`config.mk`:
```
export PLATFORM = sky130hd
export DESIGN_NAME = voxel_greedy_mesher_unit
export DESIGN_NICKNAME = d
export VERILOG_FILES = /design/src/hdl/vgm_pkg.sv /design/src/hdl/voxel_greedy_mesher_unit.sv /design/src/hdl/vgm_front.sv /design/src/hdl/vgm_job_fifo.sv /design/src/hdl/vgm_back.sv
export SDC_FILE = /design/constraint.sdc
export NUM_CORES = 2
export LEC_CHECK = 0
export ABC_AREA = 1
export BUFFER_PORTS_ARGS = -buffer_cell sky130_fd_sc_hd__buf_2
export CAP_MARGIN = 0
export CORE_MARGIN = 2
export CORE_UTILIZATION = 35
export DETAILED_ROUTE_END_ITERATION = 7
export SYNTH_ARGS = -nofsm -noshare
export SYNTH_HDL_FRONTEND = slang
export SYNTH_HIERARCHICAL = 1
export SYNTH_SLANG_ARGS = --single-unit
```
`constraint.sdc`:
```
create_clock -name clk -period 41.4 [get_ports clk]
set_clock_uncertainty 0.2 [all_clocks]
set_input_delay 10.35 -clock clk [delete_from_list [all_inputs] [get_ports clk]]
set_output_delay 10.35 -clock clk [all_outputs]
set_load 0.1 [all_outputs]
```
`src/hdl/vgm_pkg.sv`:
```
// Shared types, codes and face rules for the voxel greedy mesher.
// Used by vgm_front, vgm_job_fifo, vgm_back and voxel_greedy_mesher_unit.
package vgm_pkg;

	localparam logic [2:0] BLK_NULL  = 3'd0;
	localparam logic [2:0] BLK_AIR   = 3'd1;
	localparam logic [2:0] BLK_STONE = 3'd2;
	localparam logic [2:0] BLK_DIRT  = 3'd3;
	localparam logic [2:0] BLK_GRASS = 3'd4;
	localparam logic [2:0] BLK_SAND  = 3'd5;
	localparam logic [2:0] BLK_WATER = 3'd6;

	localparam logic [1:0] NRM_NONE  = 2'd0;
	localparam logic [1:0] NRM_PLUS  = 2'd1;
	localparam logic [1:0] NRM_MINUS = 2'd2;

	localparam logic [1:0] AXIS_X = 2'd0;
	localparam logic [1:0] AXIS_Y = 2'd1;
	localparam logic [1:0] AXIS_Z = 2'd2;

	localparam logic OP_WRITE = 1'b0;
	localparam logic OP_SLICE = 1'b1;

	localparam logic [7:0] TEX_NONE       = 8'd255;
	localparam logic [7:0] TEX_STONE      = 8'd3;
	localparam logic [7:0] TEX_DIRT       = 8'd2;
	localparam logic [7:0] TEX_GRASS_TOP  = 8'd0;
	localparam logic [7:0] TEX_GRASS_SIDE = 8'd1;
	localparam logic [7:0] TEX_GRASS_BOT  = 8'd2;
	localparam logic [7:0] TEX_SAND       = 8'd4;

	typedef struct packed {
		logic              opcode;
		logic [2:0]        vx;
		logic [2:0]        vy;
		logic [2:0]        vz;
		logic [2:0]        block_code;
		logic [1:0]        slice_axis;
		logic signed [3:0] slice_index;
	} cmd_t;

	typedef struct packed {
		logic       has_quad;
		logic       last;
		logic [1:0] face_axis;
		logic       facing_negative;
		logic [3:0] pos_x;
		logic [3:0] pos_y;
		logic [3:0] pos_z;
		logic [3:0] span_first;
		logic [3:0] span_second;
		logic [2:0] face_block;
		logic [7:0] texture_index;
	} quad_t;

	typedef enum logic [1:0] {
		JOB_WRITE,
		JOB_SLICE,
		JOB_EMPTY
	} job_kind_t;

	typedef struct packed {
		job_kind_t  kind;
		logic [8:0] vaddr;
		logic [2:0] blk;
		logic [1:0] axis;
		logic [2:0] s_lo;
		logic [3:0] s_next;
		logic       p_oob;
		logic       q_oob;
		logic [3:0] len1;
		logic [3:0] len2;
	} job_t;

	typedef enum logic [3:0] {
		ST_CLR,
		ST_IDLE,
		ST_BUILD,
		ST_DRAIN,
		ST_SCAN_RD,
		ST_SCAN_CK,
		ST_WID_RD,
		ST_WID_CK,
		ST_HGT_RD,
		ST_HGT_CK,
		ST_PUSH,
		ST_FIN
	} back_state_t;

	function automatic logic is_opaque(input logic [2:0] b);
		return !(b == BLK_NULL || b == BLK_AIR || b == BLK_WATER);
	endfunction

	function automatic logic [4:0] mark_of(input logic [2:0] cur, input logic [2:0] cmp);
		logic co;
		logic po;
		logic [4:0] r;
		co = is_opaque(cur);
		po = is_opaque(cmp);
		r = 5'd0;
		if (co == po) begin
			if (cur == BLK_WATER && cmp != BLK_WATER && !po)
				r = {NRM_PLUS, BLK_WATER};
			else if (cmp == BLK_WATER && cur != BLK_WATER && !co)
				r = {NRM_MINUS, BLK_WATER};
		end else if (co) begin
			r = {NRM_PLUS, cur};
		end else begin
			r = {NRM_MINUS, cmp};
		end
		return r;
	endfunction

	function automatic logic [7:0] texture_of(input logic [2:0] b, input logic [1:0] axis,
			input logic [1:0] nrm);
		logic [7:0] t;
		case (b)
			BLK_STONE: t = TEX_STONE;
			BLK_DIRT:  t = TEX_DIRT;
			BLK_GRASS: begin
				if (axis == AXIS_Z && nrm == NRM_PLUS)
					t = TEX_GRASS_TOP;
				else if (axis == AXIS_Z && nrm == NRM_MINUS)
					t = TEX_GRASS_BOT;
				else
					t = TEX_GRASS_SIDE;
			end
			BLK_SAND:  t = TEX_SAND;
			default:   t = TEX_NONE;
		endcase
		return t;
	endfunction

endpackage

```
`src/hdl/voxel_greedy_mesher_unit.sv`:
```
// Top level of the voxel greedy mesher: front end, job queue, back end.
// Depends on vgm_pkg, vgm_front, vgm_job_fifo and vgm_back.
//
//   channel  payload  handshake              transfer at
//   cmd      cmd_t    cmd_valid / cmd_stall   cmd_valid && !cmd_stall
//   quad     quad_t   quad_valid / quad_stall quad_valid && !quad_stall
//
// After reset a clearing pass nulls all 512 voxel store entries; cmd_stall is high meanwhile.
// The back end does a voxel write as it pops the job; an invalid slice gives one empty result.
// A slice builds the face mask through the voxel store's two read ports, then reads each
// mask probe and checks it in the merge scan (one mask read port), and pushes each quad.
// The two-entry queue and the output register let either side stall on its own.
module voxel_greedy_mesher_unit import vgm_pkg::*; #(
	parameter int SIZE_X = 8,
	parameter int SIZE_Y = 8,
	parameter int SIZE_Z = 8
) (
	input  logic  clk,
	input  logic  arst_n,
	input  cmd_t  cmd,
	input  logic  cmd_valid,
	output logic  cmd_stall,
	output quad_t quad,
	output logic  quad_valid,
	input  logic  quad_stall
);

	logic push, q_full, pop, head_valid, clearing;
	job_t push_job, head;

	vgm_front #(
		.SIZE_X(SIZE_X),
		.SIZE_Y(SIZE_Y),
		.SIZE_Z(SIZE_Z)
	) u_front (
		.cmd(cmd),
		.cmd_valid(cmd_valid),
		.cmd_stall(cmd_stall),
		.q_full(q_full),
		.clearing(clearing),
		.push(push),
		.job(push_job)
	);

	vgm_job_fifo u_fifo (
		.clk(clk),
		.arst_n(arst_n),
		.push(push),
		.push_job(push_job),
		.full(q_full),
		.pop(pop),
		.head_valid(head_valid),
		.head(head)
	);

	vgm_back u_back (
		.clk(clk),
		.arst_n(arst_n),
		.job_valid(head_valid),
		.job(head),
		.pop(pop),
		.clearing(clearing),
		.quad(quad),
		.quad_valid(quad_valid),
		.quad_stall(quad_stall)
	);

endmodule

```
`src/hdl/vgm_front.sv`:
```
// Front end: accepts commands, checks ranges and turns them into jobs; drops writes outside the chunk.
// Depends on vgm_pkg.
module vgm_front import vgm_pkg::*; #(
	parameter int SIZE_X = 8,
	parameter int SIZE_Y = 8,
	parameter int SIZE_Z = 8
) (
	input  cmd_t cmd,
	input  logic cmd_valid,
	output logic cmd_stall,
	input  logic q_full,
	input  logic clearing,
	output logic push,
	output job_t job
);

	localparam logic [3:0] LEN_X = 4'(SIZE_X);
	localparam logic [3:0] LEN_Y = 4'(SIZE_Y);
	localparam logic [3:0] LEN_Z = 4'(SIZE_Z);

	logic [3:0] axis_len;
	logic [3:0] si_u;
	logic [3:0] s_next;
	logic       axis_ok;
	logic       s_ok;
	logic       in_chunk;

	assign cmd_stall = q_full || clearing;

	always_comb begin
		si_u = cmd.slice_index;
		s_next = si_u + 4'd1;
		axis_ok = cmd.slice_axis == AXIS_X || cmd.slice_axis == AXIS_Y ||
			cmd.slice_axis == AXIS_Z;
		case (cmd.slice_axis)
			AXIS_X:  axis_len = LEN_X;
			AXIS_Y:  axis_len = LEN_Y;
			default: axis_len = LEN_Z;
		endcase
		if (si_u[3])
			s_ok = (cmd.slice_index == -4'sd1);
		else
			s_ok = {1'b0, si_u[2:0]} < axis_len;
		in_chunk = {1'b0, cmd.vx} < LEN_X && {1'b0, cmd.vy} < LEN_Y &&
			{1'b0, cmd.vz} < LEN_Z;

		job.vaddr = {cmd.vx, cmd.vy, cmd.vz};
		job.blk = cmd.block_code;
		job.axis = cmd.slice_axis;
		job.s_lo = si_u[2:0];
		job.s_next = s_next;
		job.p_oob = (cmd.slice_index == -4'sd1);
		job.q_oob = (s_next == axis_len);
		case (cmd.slice_axis)
			AXIS_X: begin
				job.len1 = LEN_Y;
				job.len2 = LEN_Z;
			end
			AXIS_Y: begin
				job.len1 = LEN_Z;
				job.len2 = LEN_X;
			end
			default: begin
				job.len1 = LEN_X;
				job.len2 = LEN_Y;
			end
		endcase
		if (cmd.opcode == OP_WRITE)
			job.kind = JOB_WRITE;
		else if (axis_ok && s_ok)
			job.kind = JOB_SLICE;
		else
			job.kind = JOB_EMPTY;

		push = cmd_valid && !cmd_stall && !(cmd.opcode == OP_WRITE && !in_chunk);
	end

endmodule

```
`src/hdl/vgm_job_fifo.sv`:
```
// Two-entry job queue between front end and back end.
// Depends on vgm_pkg.
module vgm_job_fifo import vgm_pkg::*; (
	input  logic clk,
	input  logic arst_n,
	input  logic push,
	input  job_t push_job,
	output logic full,
	input  logic pop,
	output logic head_valid,
	output job_t head
);

	job_t       mem_q [2];
	logic       wp_q;
	logic       rp_q;
	logic [1:0] cnt_q;

	assign full = (cnt_q == 2'd2);
	assign head_valid = (cnt_q != 2'd0);
	assign head = mem_q[rp_q];

	always_ff @(posedge clk or negedge arst_n) begin
		if (!arst_n) begin
			wp_q <= 1'b0;
			rp_q <= 1'b0;
			cnt_q <= 2'd0;
		end else begin
			if (push)
				wp_q <= !wp_q;
			if (pop)
				rp_q <= !rp_q;
			case ({push, pop})
				2'b10:   cnt_q <= cnt_q + 2'd1;
				2'b01:   cnt_q <= cnt_q - 2'd1;
				default: cnt_q <= cnt_q;
			endcase
		end
	end

	always_ff @(posedge clk) begin
		if (push)
			mem_q[wp_q] <= push_job;
	end

endmodule

```
`src/hdl/vgm_back.sv`:
```
// Back end: voxel store, face mask build, greedy rectangle merge, quad output.
// Depends on vgm_pkg.
module vgm_back import vgm_pkg::*; (
	input  logic  clk,
	input  logic  arst_n,
	input  logic  job_valid,
	input  job_t  job,
	output logic  pop,
	output logic  clearing,
	output quad_t quad,
	output logic  quad_valid,
	input  logic  quad_stall
);

	back_state_t state_q, state_d;
	job_t        job_q;
	logic [8:0]  clr_q;
	logic [2:0]  bi_q, bi_d, bj_q, bj_d;
	logic [3:0]  ci_q, ci_d, cj_q, cj_d, w_q, w_d, h_q, h_d, k_q, k_d;
	logic [4:0]  m_q, m_d;
	logic [63:0] used_q, rect;
	logic        hold_valid_q, out_valid_q;
	quad_t       hold_q, out_q, new_quad, empty_quad, last_quad;

	logic [2:0]  vox_mem [512];
	logic [2:0]  vox_p_q, vox_q_q;
	logic [4:0]  mask_mem [64];
	logic [4:0]  rd_q, eff;
	logic [5:0]  rd_addr, rd_addr_q;
	logic        valid_s1;
	logic [5:0]  midx_s1;

	logic        vox_we;
	logic [8:0]  vox_waddr, p_addr, q_addr;
	logic [2:0]  vox_wdata, oob_blk, pblk, qblk;
	logic        out_free, push_go, fin_go, load_out;
	logic [3:0]  ci_1, cj_1, ci_w, cj_h, ci_k, cw_1, cjh_1, k_1;

	function automatic logic [8:0] vox_addr(input logic [1:0] axis, input logic [2:0] m,
			input logic [2:0] i, input logic [2:0] j);
		logic [8:0] a;
		case (axis)
			AXIS_X:  a = {m, i, j};
			AXIS_Y:  a = {j, m, i};
			default: a = {i, j, m};
		endcase
		return a;
	endfunction

	assign eff = used_q[rd_addr_q] ? 5'd0 : rd_q;
	assign out_free = !out_valid_q || !quad_stall;
	assign ci_1 = ci_q + 4'd1;
	assign cj_1 = cj_q + 4'd1;
	assign ci_w = ci_q + w_q;
	assign cj_h = cj_q + h_q;
	assign ci_k = ci_q + k_q;
	assign cw_1 = ci_w + 4'd1;
	assign cjh_1 = cj_h + 4'd1;
	assign k_1 = k_q + 4'd1;

	always_comb begin
		state_d = state_q;
		bi_d = bi_q;
		bj_d = bj_q;
		ci_d = ci_q;
		cj_d = cj_q;
		w_d = w_q;
		h_d = h_q;
		k_d = k_q;
		m_d = m_q;
		case (state_q)
			ST_CLR: begin
				if (clr_q == 9'h1FF)
					state_d = ST_IDLE;
			end
			ST_IDLE: begin
				if (job_valid) begin
					case (job.kind)
						JOB_SLICE: begin
							state_d = ST_BUILD;
							bi_d = 3'd0;
							bj_d = 3'd0;
						end
						JOB_EMPTY: state_d = ST_FIN;
						default:   state_d = ST_IDLE;
					endcase
				end
			end
			ST_BUILD: begin
				if ({1'b0, bi_q} + 4'd1 == job_q.len1) begin
					bi_d = 3'd0;
					if ({1'b0, bj_q} + 4'd1 == job_q.len2)
						state_d = ST_DRAIN;
					else
						bj_d = bj_q + 3'd1;
				end else begin
					bi_d = bi_q + 3'd1;
				end
			end
			ST_DRAIN: begin
				ci_d = 4'd0;
				cj_d = 4'd0;
				state_d = ST_SCAN_RD;
			end
			ST_SCAN_RD: state_d = ST_SCAN_CK;
			ST_SCAN_CK: begin
				if (eff[4:3] == NRM_NONE) begin
					state_d = ST_SCAN_RD;
					if (ci_1 == job_q.len1) begin
						if (cj_1 == job_q.len2) begin
							state_d = ST_FIN;
						end else begin
							ci_d = 4'd0;
							cj_d = cj_1;
						end
					end else begin
						ci_d = ci_1;
					end
				end else begin
					m_d = eff;
					w_d = 4'd1;
					h_d = 4'd1;
					k_d = 4'd0;
					if (ci_1 < job_q.len1)
						state_d = ST_WID_RD;
					else if (cj_1 < job_q.len2)
						state_d = ST_HGT_RD;
					else
						state_d = ST_PUSH;
				end
			end
			ST_WID_RD: state_d = ST_WID_CK;
			ST_WID_CK: begin
				if (eff == m_q && cw_1 < job_q.len1) begin
					w_d = w_q + 4'd1;
					state_d = ST_WID_RD;
				end else begin
					if (eff == m_q)
						w_d = w_q + 4'd1;
					if (cj_1 < job_q.len2)
						state_d = ST_HGT_RD;
					else
						state_d = ST_PUSH;
				end
			end
			ST_HGT_RD: state_d = ST_HGT_CK;
			ST_HGT_CK: begin
				if (eff != m_q) begin
					state_d = ST_PUSH;
				end else if (k_1 < w_q) begin
					k_d = k_1;
					state_d = ST_HGT_RD;
				end else begin
					h_d = h_q + 4'd1;
					k_d = 4'd0;
					if (cjh_1 < job_q.len2)
						state_d = ST_HGT_RD;
					else
						state_d = ST_PUSH;
				end
			end
			ST_PUSH: begin
				if (!hold_valid_q || out_free) begin
					state_d = ST_SCAN_RD;
					if (ci_w == job_q.len1) begin
						if (cj_1 == job_q.len2) begin
							state_d = ST_FIN;
						end else begin
							ci_d = 4'd0;
							cj_d = cj_1;
						end
					end else begin
						ci_d = ci_w;
					end
				end
			end
			ST_FIN: begin
				if (out_free)
					state_d = ST_IDLE;
			end
			default: state_d = ST_IDLE;
		endcase
	end

	always_comb begin
		logic [3:0] col;
		logic [3:0] row;
		pop = (state_q == ST_IDLE) && job_valid;
		clearing = (state_q == ST_CLR);
		vox_we = clearing || (pop && job.kind == JOB_WRITE);
		vox_waddr = clearing ? clr_q : job.vaddr;
		vox_wdata = clearing ? BLK_NULL : job.blk;
		p_addr = vox_addr(job_q.axis, job_q.s_lo, bi_q, bj_q);
		q_addr = vox_addr(job_q.axis, job_q.s_next[2:0], bi_q, bj_q);
		case (state_q)
			ST_WID_RD: rd_addr = {cj_q[2:0], ci_w[2:0]};
			ST_HGT_RD: rd_addr = {cj_h[2:0], ci_k[2:0]};
			default:   rd_addr = {cj_q[2:0], ci_q[2:0]};
		endcase
		push_go = (state_q == ST_PUSH) && (!hold_valid_q || out_free);
		fin_go = (state_q == ST_FIN) && out_free;
		load_out = (push_go && hold_valid_q) || fin_go;
		oob_blk = (job_q.axis == AXIS_Z) ? BLK_AIR : BLK_NULL;
		pblk = job_q.p_oob ? oob_blk : vox_p_q;
		qblk = job_q.q_oob ? oob_blk : vox_q_q;

		for (int b = 0; b < 64; b++) begin
			col = {1'b0, 3'(b)};
			row = {1'b0, 3'(b / 8)};
			rect[b] = col >= ci_q && col < ci_w && row >= cj_q && row < cj_h;
		end

		empty_quad = '0;
		empty_quad.last = 1'b1;
		last_quad = hold_q;
		last_quad.last = 1'b1;
		new_quad.has_quad = 1'b1;
		new_quad.last = 1'b0;
		new_quad.face_axis = job_q.axis;
		new_quad.facing_negative = (m_q[4:3] == NRM_MINUS);
		case (job_q.axis)
			AXIS_X: begin
				new_quad.pos_x = job_q.s_next;
				new_quad.pos_y = ci_q;
				new_quad.pos_z = cj_q;
			end
			AXIS_Y: begin
				new_quad.pos_x = cj_q;
				new_quad.pos_y = job_q.s_next;
				new_quad.pos_z = ci_q;
			end
			default: begin
				new_quad.pos_x = ci_q;
				new_quad.pos_y = cj_q;
				new_quad.pos_z = job_q.s_next;
			end
		endcase
		new_quad.span_first = w_q;
		new_quad.span_second = h_q;
		new_quad.face_block = m_q[2:0];
		new_quad.texture_index = texture_of(m_q[2:0], job_q.axis, m_q[4:3]);
	end

	always_ff @(posedge clk or negedge arst_n) begin
		if (!arst_n) begin
			state_q <= ST_CLR;
			clr_q <= 9'd0;
			valid_s1 <= 1'b0;
			used_q <= '0;
			hold_valid_q <= 1'b0;
			out_valid_q <= 1'b0;
		end else begin
			state_q <= state_d;
			if (clearing)
				clr_q <= clr_q + 9'd1;
			valid_s1 <= (state_q == ST_BUILD);
			if (pop && job.kind == JOB_SLICE)
				used_q <= '0;
			else if (push_go)
				used_q <= used_q | rect;
			if (push_go)
				hold_valid_q <= 1'b1;
			else if (fin_go)
				hold_valid_q <= 1'b0;
			if (load_out)
				out_valid_q <= 1'b1;
			else if (!quad_stall)
				out_valid_q <= 1'b0;
		end
	end

	always_ff @(posedge clk) begin
		bi_q <= bi_d;
		bj_q <= bj_d;
		ci_q <= ci_d;
		cj_q <= cj_d;
		w_q <= w_d;
		h_q <= h_d;
		k_q <= k_d;
		m_q <= m_d;
		midx_s1 <= {bj_q, bi_q};
		rd_addr_q <= rd_addr;
		if (pop)
			job_q <= job;
		if (push_go)
			hold_q <= new_quad;
		if (push_go && hold_valid_q) begin
			out_q <= hold_q;
		end else if (fin_go) begin
			if (hold_valid_q)
				out_q <= last_quad;
			else
				out_q <= empty_quad;
		end
	end

	always_ff @(posedge clk) begin
		if (vox_we)
			vox_mem[vox_waddr] <= vox_wdata;
		vox_p_q <= vox_mem[p_addr];
		vox_q_q <= vox_mem[q_addr];
	end

	always_ff @(posedge clk) begin
		if (valid_s1)
			mask_mem[midx_s1] <= mark_of(pblk, qblk);
		rd_q <= mask_mem[rd_addr];
	end

	assign quad = out_q;
	assign quad_valid = out_valid_q;

	a_empty_is_last: assert property (@(posedge clk) disable iff (!arst_n)
		out_valid_q && !out_q.has_quad |-> out_q.last)
		else $error("empty slice result without last");

	a_width_fits: assert property (@(posedge clk) disable iff (!arst_n)
		state_q == ST_PUSH |-> ci_w <= job_q.len1 && w_q != 4'd0)
		else $error("rectangle width leaves the slice");

	a_height_fits: assert property (@(posedge clk) disable iff (!arst_n)
		state_q == ST_PUSH |-> cj_h <= job_q.len2 && h_q != 4'd0)
		else $error("rectangle height leaves the slice");

	a_used_cleared: assert property (@(posedge clk) disable iff (!arst_n)
		state_q == ST_BUILD && $past(state_q) == ST_IDLE |-> used_q == '0)
		else $error("merge marks not cleared at slice start");

	a_hold_form: assert property (@(posedge clk) disable iff (!arst_n)
		hold_valid_q |-> hold_q.has_quad && !hold_q.last)
		else $error("held quad malformed");

endmodule
```
# == Yosys cells after proc, flatten, opt, wreduce, memory -nomap -nowiden ==
# Memory sizes are Yosys's and may differ from the RTL's. A register that Yosys moved wholly into a read port is not among the register bits.
# Index checks and enable logic that the tools add are counted.
# totals
out_inout_bits,38
n_memories,3
latchBits,0
ram_bits,1906
inputBits,23
reg_bits,216
romBits,0
# mem_list
memory,depth,width,rd,rd_clocked_by_memory_dff,wr,line_no,text
u_back.vox_mem,512,3,2,2,1,vgm_back.sv:25,logic [2:0] vox_mem [512];
u_back.mask_mem,64,5,1,1,1,vgm_back.sv:27,logic [4:0] mask_mem [64];
u_fifo.mem_q,2,25,1,0,1,vgm_job_fifo.sv:14,job_t mem_q [2];
# op_classes
muxes,87
n_lt_le_gt_ge,39
mul,0
reduce_logical,195
bitwise_logic,2
add_sub_neg,18
n_shift,0
n_eq_ne,59
div,0
# ops
cell,n
$logic_and A1 B1 Y1,151
$mux W4,32
$mux W64,2
$mux W36,2
$or A64 B64 Y64,1
$pmux W4 S12,1
$pmux W9 S2,2
$mux W34,1
$add A4 B1 Y4 const B,8
$ge A3 B4 Y1 const A,8
$lt A3 B4 Y1 const A,8
$pmux W4 S2,4
$pmux W8 S4,1
$mux W5,6
$mux W3,8
$pmux W12 S2,1
$pmux W4 S3,2
$eq A4 B4 Y1,5
$eq A4 B4 Y1 const B,5
$lt A4 B4 Y1,5
$ne A2 B1 Y1 const B,9
$eq A4 B3 Y1 const B,4
$ge A1 B4 Y1 const A,4
$ge A2 B4 Y1 const A,4
other kinds (46),126

# == Logic depth before layout (Yosys ltp) ==
# logic_depth
depth_word,11
ltp_mapped,22
depth_no_buf,19

# == By module ==
# Netlist, hierarchy kept.
# modules_own_cells
mod,seq_area_each_um2,area_each_um2,instances,cells_each
vgm_back,61559.0,105960.4,1,12000
vgm_job_fifo,2082.0,2655.0,1,196
vgm_front,0.0,305.3,1,48

# == Worst setup path before layout ==
# Ideal clock, no wire load.
# synth_path
path_type,reg2reg
startpoint,register u_back.state_q[1]
endpoint,"memory u_back.vox_mem[0][0], data pin"
required_time_ns,38.625
setup_ns,2.575
t_arrival_ns,12.700
path_stages_with_launch,7
synth_period_minus_slack_ns,15.475
setup_slack_ns,25.925
path_cell_list,dfrtp_1 nor2_1 inv_1 nor2_1 buf_2 buf_2 nor2_1
# synth_between
elab_chain_cells,2
# synth_rtl
element,line_no,text
from (decl),vgm_back.sv:15,"back_state_t state_q, state_d;"
from (signal assigned),vgm_back.sv:253,state_q <= state_d;
$logic_not A4 Y1,vgm_back.sv:189,clearing = (state_q == ST_CLR);
net clearing,voxel_greedy_mesher_unit.sv:28,"logic push, q_full, pop, head_valid, clearing;"
$mux W3,vgm_back.sv:192,vox_wdata = clearing ? BLK_NULL : job.blk;
net u_back.vox_wdata[0],vgm_back.sv:35,"logic [2:0] vox_wdata, oob_blk, pblk, qblk;"
to (decl),vgm_back.sv:25,
# The timed path passes the listed nets, and every way through them passes these cells.

# == Worst setup path in the final report ==
# layout_path
startpoint,register u_back.state_q[3]
endpoint,output cmd_stall
# layout_between
elab_chain_cells,2
# layout_rtl
element,line_no,text
$logic_not A4 Y1,vgm_back.sv:189,
net clearing,voxel_greedy_mesher_unit.sv:28,
$logic_or A1 B1 Y1,vgm_front.sv:28,assign cmd_stall = q_full || clearing;
to (decl),voxel_greedy_mesher_unit.sv:22,"output logic cmd_stall,"
# The timed path passes the listed nets, and every way through them passes these cells.

==> summary.md <==
| Metric | Value |
|---|---|
| R2R cell count | 20 |
| Share of flip-flops with an asynchronous set or reset | 0.0392 |
| FMAX | 0.0766 GHz |
| CP max stage delay | 0.43 ns |
| Hold worst-path end | u_back/quad[11] |
| First-pass GRT wire length | 504000 um |
| Cells after Synth | 12200 |
| Setup TNS | 0 ns |
| Met3 GRT Util | 0.0333 |
| Mux share of post-synthesis cell area | 0 |
| Leakage power | 44.7 nW |
| CP max stage cell | dfrtp_1 |
| Drt pass-1 iters | 8 |
| CTS root buf | clkbuf_16 |
| Number of global-route vias before repair | 80500 |
| Most area-hungry cell type in the Yosys netlist | edfxtp_1 |
| Sink Count | 2141 |
| Register bit total from synthesis | 2141 |
| Post-synthesis cell area | 0.109 mm2 |
| Crit Path Class | flip-flop to primary output |
| GRT Residual Overflow | 0 |
| # port buffers | 60 |
| Top post-synthesis cells by area | edfxtp_1, nand2_1, nand3_1, o21ai_0, inv_1 |
| Synth unique cells | 58 |
| Total track usage | 0.208 |
| Hold depth | 2 |
| Top_reg_cell synth | edfxtp_1 |
| Reg2reg start | u_back/job_q[17] |
| Synth Area in XOR/XNOR | 0.00289 |
| Outcome | finished with violations |
| Simple-gate share of the synthesized area | 0.231 |
| Final Wtd Congestion | 0.876 |
| Drt total wl | 338000 um |
| NumNets Final | 11900 |
| Min Tclk post-route | 13.05 ns |
| FF-to-FF End | u_back/vox_q_q[0] |
| Die ar. | 0.316 mm2 |
| Core area | 0.309 mm2 |
| Post-CTS setup buffers | 0 |
| DRT antenna net count | 0 |
| Largest net degree at the start of global routing | 237 |
| Die span in y | 562 um |
| Antenna violations before repair | 7 |
| Final hold vios | 0 |
| Clk Latency, worst-skew pair | 0.94 ns |
| Adder-cell share of the synthesized area | 0.00607 |
| Crit path max fanout | 21 |
| Largest family of logic cells by synthesized area | simple AND/OR/NAND/NOR gates |
| Area grow syn2layout | 9.15% |
| Crit path cell chain | nor2_1, inv_1, nor2_2, buf_4, or2_1, buf_2 |
| Vias per cell | 5.36 |
| Layout Cells excl Fill | 16100 |
| H-tree depth reported by CTS | 4 |
| I/O pin count | 61 |
| Met2 usage | 0.326 |
| Failing checks | DRC |
| Slew HR | 0.137 |
| WL/cell | 21.0 um |
| DRC | 1 |
| Worst-path clk slew | 0.06 ns |
| Peak supply drop | 0.000131 V |
| RSZ-0062 raised after global routing | false |
| Mean Syn Cell Area | 8.90 um2 |
| Slew Limit Fails | 0 |
| CTS max path bufs | 4 |
| Period utilization | 0.315 |
| Share of post-route cells with drive strength above 1 | 0.0588 |
| Hold Path Class | flip-flop to flip-flop |
| Synth Area in Compound Gates | 0.0998 |
| Die Span X | 562 um |
| DR iter-0 viols | 10900 |
| Arr. time, crit path | 2.50 ns |
| Crit end category | primary output |
| CTS resizes | 0 |
| Post-synth top area share | 0.561 |
| Busiest grt layer | met2 |
| Max Cap Violations | 0 |
| EDFF count, synth | 2034 |
| PwrDens | 89.4 mW/mm2 |
| Critical Path Start Type | flip-flop |
| WP data required | 30.85 ns |
| # rows | 204 |
| Met1 Use GR | 0.288 |
| Initial Utilization | 0.352 |
| Vias | 86400 |
| Cell count after placement | 15700 |
| Sequential area share after synthesis | 0.584 |
| Final setup fails | 0 |
| Warnings, synthesis | 6 |
| HP Start | u_back/hold_q[11] |
| Actual slew at the worst max-slew pin | 1.29 ns |
| Hold buffer count at cts | 0 |
| Num CTS Buffers | 229 |
| R2r setup slk | 34.65 ns |
| DP HPWL | 190000 um |
| CTS tree | done |
-- synthesized netlist by cell type, types with 3 or more instances --
cell type,n
nor3_1,14
dfrtp_1,84
buf_1,53
a22oi_1,3
buf_6,18
o21ai_1,211
or2_2,90
nand4_1,19
o21ai_0,1517
xor2_1,25
a31oi_1,4
inv_2,16
nand2_1,3443
buf_2,396
dfxtp_1,23
o22ai_1,29
nand3_1,1637
o221ai_1,14
nor2_1,819
nor2_2,4
inv_1,1020
a21oi_1,104
xnor2_1,11
o211ai_1,145
nand2_2,3
fa_1,3
edfxtp_1,2034
clkbuf_1,275
clkbuf_2,20
ha_1,48
buf_4,119
o21bai_1,4
-- per-layer routing --
layer | vias to the layer above | part of all wire
li1 | 40400 | -
met1 | 41100 | 0.42
met2 | 4129 | 0.45
met3 | 671 | 0.094
met4 | 0 | 0.038
met5 | - | 0
-- registers in the layout (all words and copies together) (netlist names), 5 cells and up --
name	cells
u_back/quad	32
u_back/midx_s1	6
u_fifo/mem_q	66
u_back/vox_mem	1536
u_back/mask_mem	320
u_back/used_q	64
u_back/hold_q	30
u_back/rd_q	5
u_back/clr_q	9
u_back/rd_addr_q	6
u_back/job_q	19
u_back/m_q	5
-- how the worst max path moves through the flow --
stage	startpoint	endpoint	slack [ns]	cells past startpoint
final	u_back/state_q[3]	cmd_stall	28.35	6
after global routing	u_back/state_q[1]	cmd_stall	28.22	6
after detailed placement	quad_stall	u_back/used_q[41]	28.58	10
after global placement	quad_stall	u_back/used_q[47]	28.65	10
after floorplan	u_back/state_q[1]	u_back/vox_mem[0][0]	25.93	6
after CTS	u_back/state_q[1]	cmd_stall	28.29	6
-- final cells by class --
class | count | area, um2
timing repair buffer | 205 | 1550
tap | 4120 | 5150
clock inverter | 126 | 1210
antenna | 3 | 7.51
inverter | 1037 | 3930
fill | 31000 | 190000
multi-input combinational | 8191 | 37300
clock buffer | 282 | 6080
sequential | 2141 | 63600
-- worst max-delay path: cells and delay by family, from the launching register on --
kind / cells / cell delay, ns
buffers and inverters: 3 / 0.83
DFF: 1 / 0.43
and+or+nand+nor: 3 / 0.39
-- stage by stage --
step	worst slack [ns]	cell area, um2	power (mW)	hold WS (ns)	utilization
2_1_floorplan	25.93	109000	6.85	0.146	-
3_3_place_gp	28.65	112000	8.48	0.266	0.361
3_5_place_dp	28.58	112000	8.50	0.264	0.361
4_1_cts	28.29	119000	10.5	0.233	0.384
5_1_grt	28.22	119000	11.2	0.266	0.384
6_report	28.35	119000	10.6	0.248	0.384
-- power breakdown --
group / total [mW] / leakage (nW) / switching (mW) / internal [mW]
clock: 2.03 / 3.56 / 0.866 / 1.17
sequential: 2.96 / 19.8 / 0.0662 / 2.89
combinational: 5.63 / 21.3 / 4.33 / 1.30
total: 10.6 / 44.7 / 5.26 / 5.36
-- cells in the final DEF (no fill, tap or decap), drive strengths merged, types with 3 or more instances in the layout --
cell type,Yosys,final
dfxtp,23,23
o21bai,4,4
clkinvlp,0,10
clkbuf,295,282
conb,2,8
edfxtp,2034,2034
a21oi,107,107
nor2,825,825
clkinv,1,94
o221ai,14,14
nand4,19,19
o211ai,145,145
diode,0,3
nand2,3447,3447
o21ai,1731,1731
nor3,15,15
bufinv,0,21
xor2,25,25
inv,1036,1038
a31oi,4,4
ha,48,48
or2,92,92
dfrtp,84,84
a22oi,6,6
fa,3,3
xnor2,11,11
o22ai,29,29
buf,586,205
nand3,1639,1639
-- logic make-up after synthesis --
group / Yosys count
simple gates: 6043
flops: 2141
compound gates: 2053
buf+inv: 1918
fa+ha+maj: 51
xor+xnor: 36
other cells: 2
Note: power is estimated with default switching activity, not from simulation.
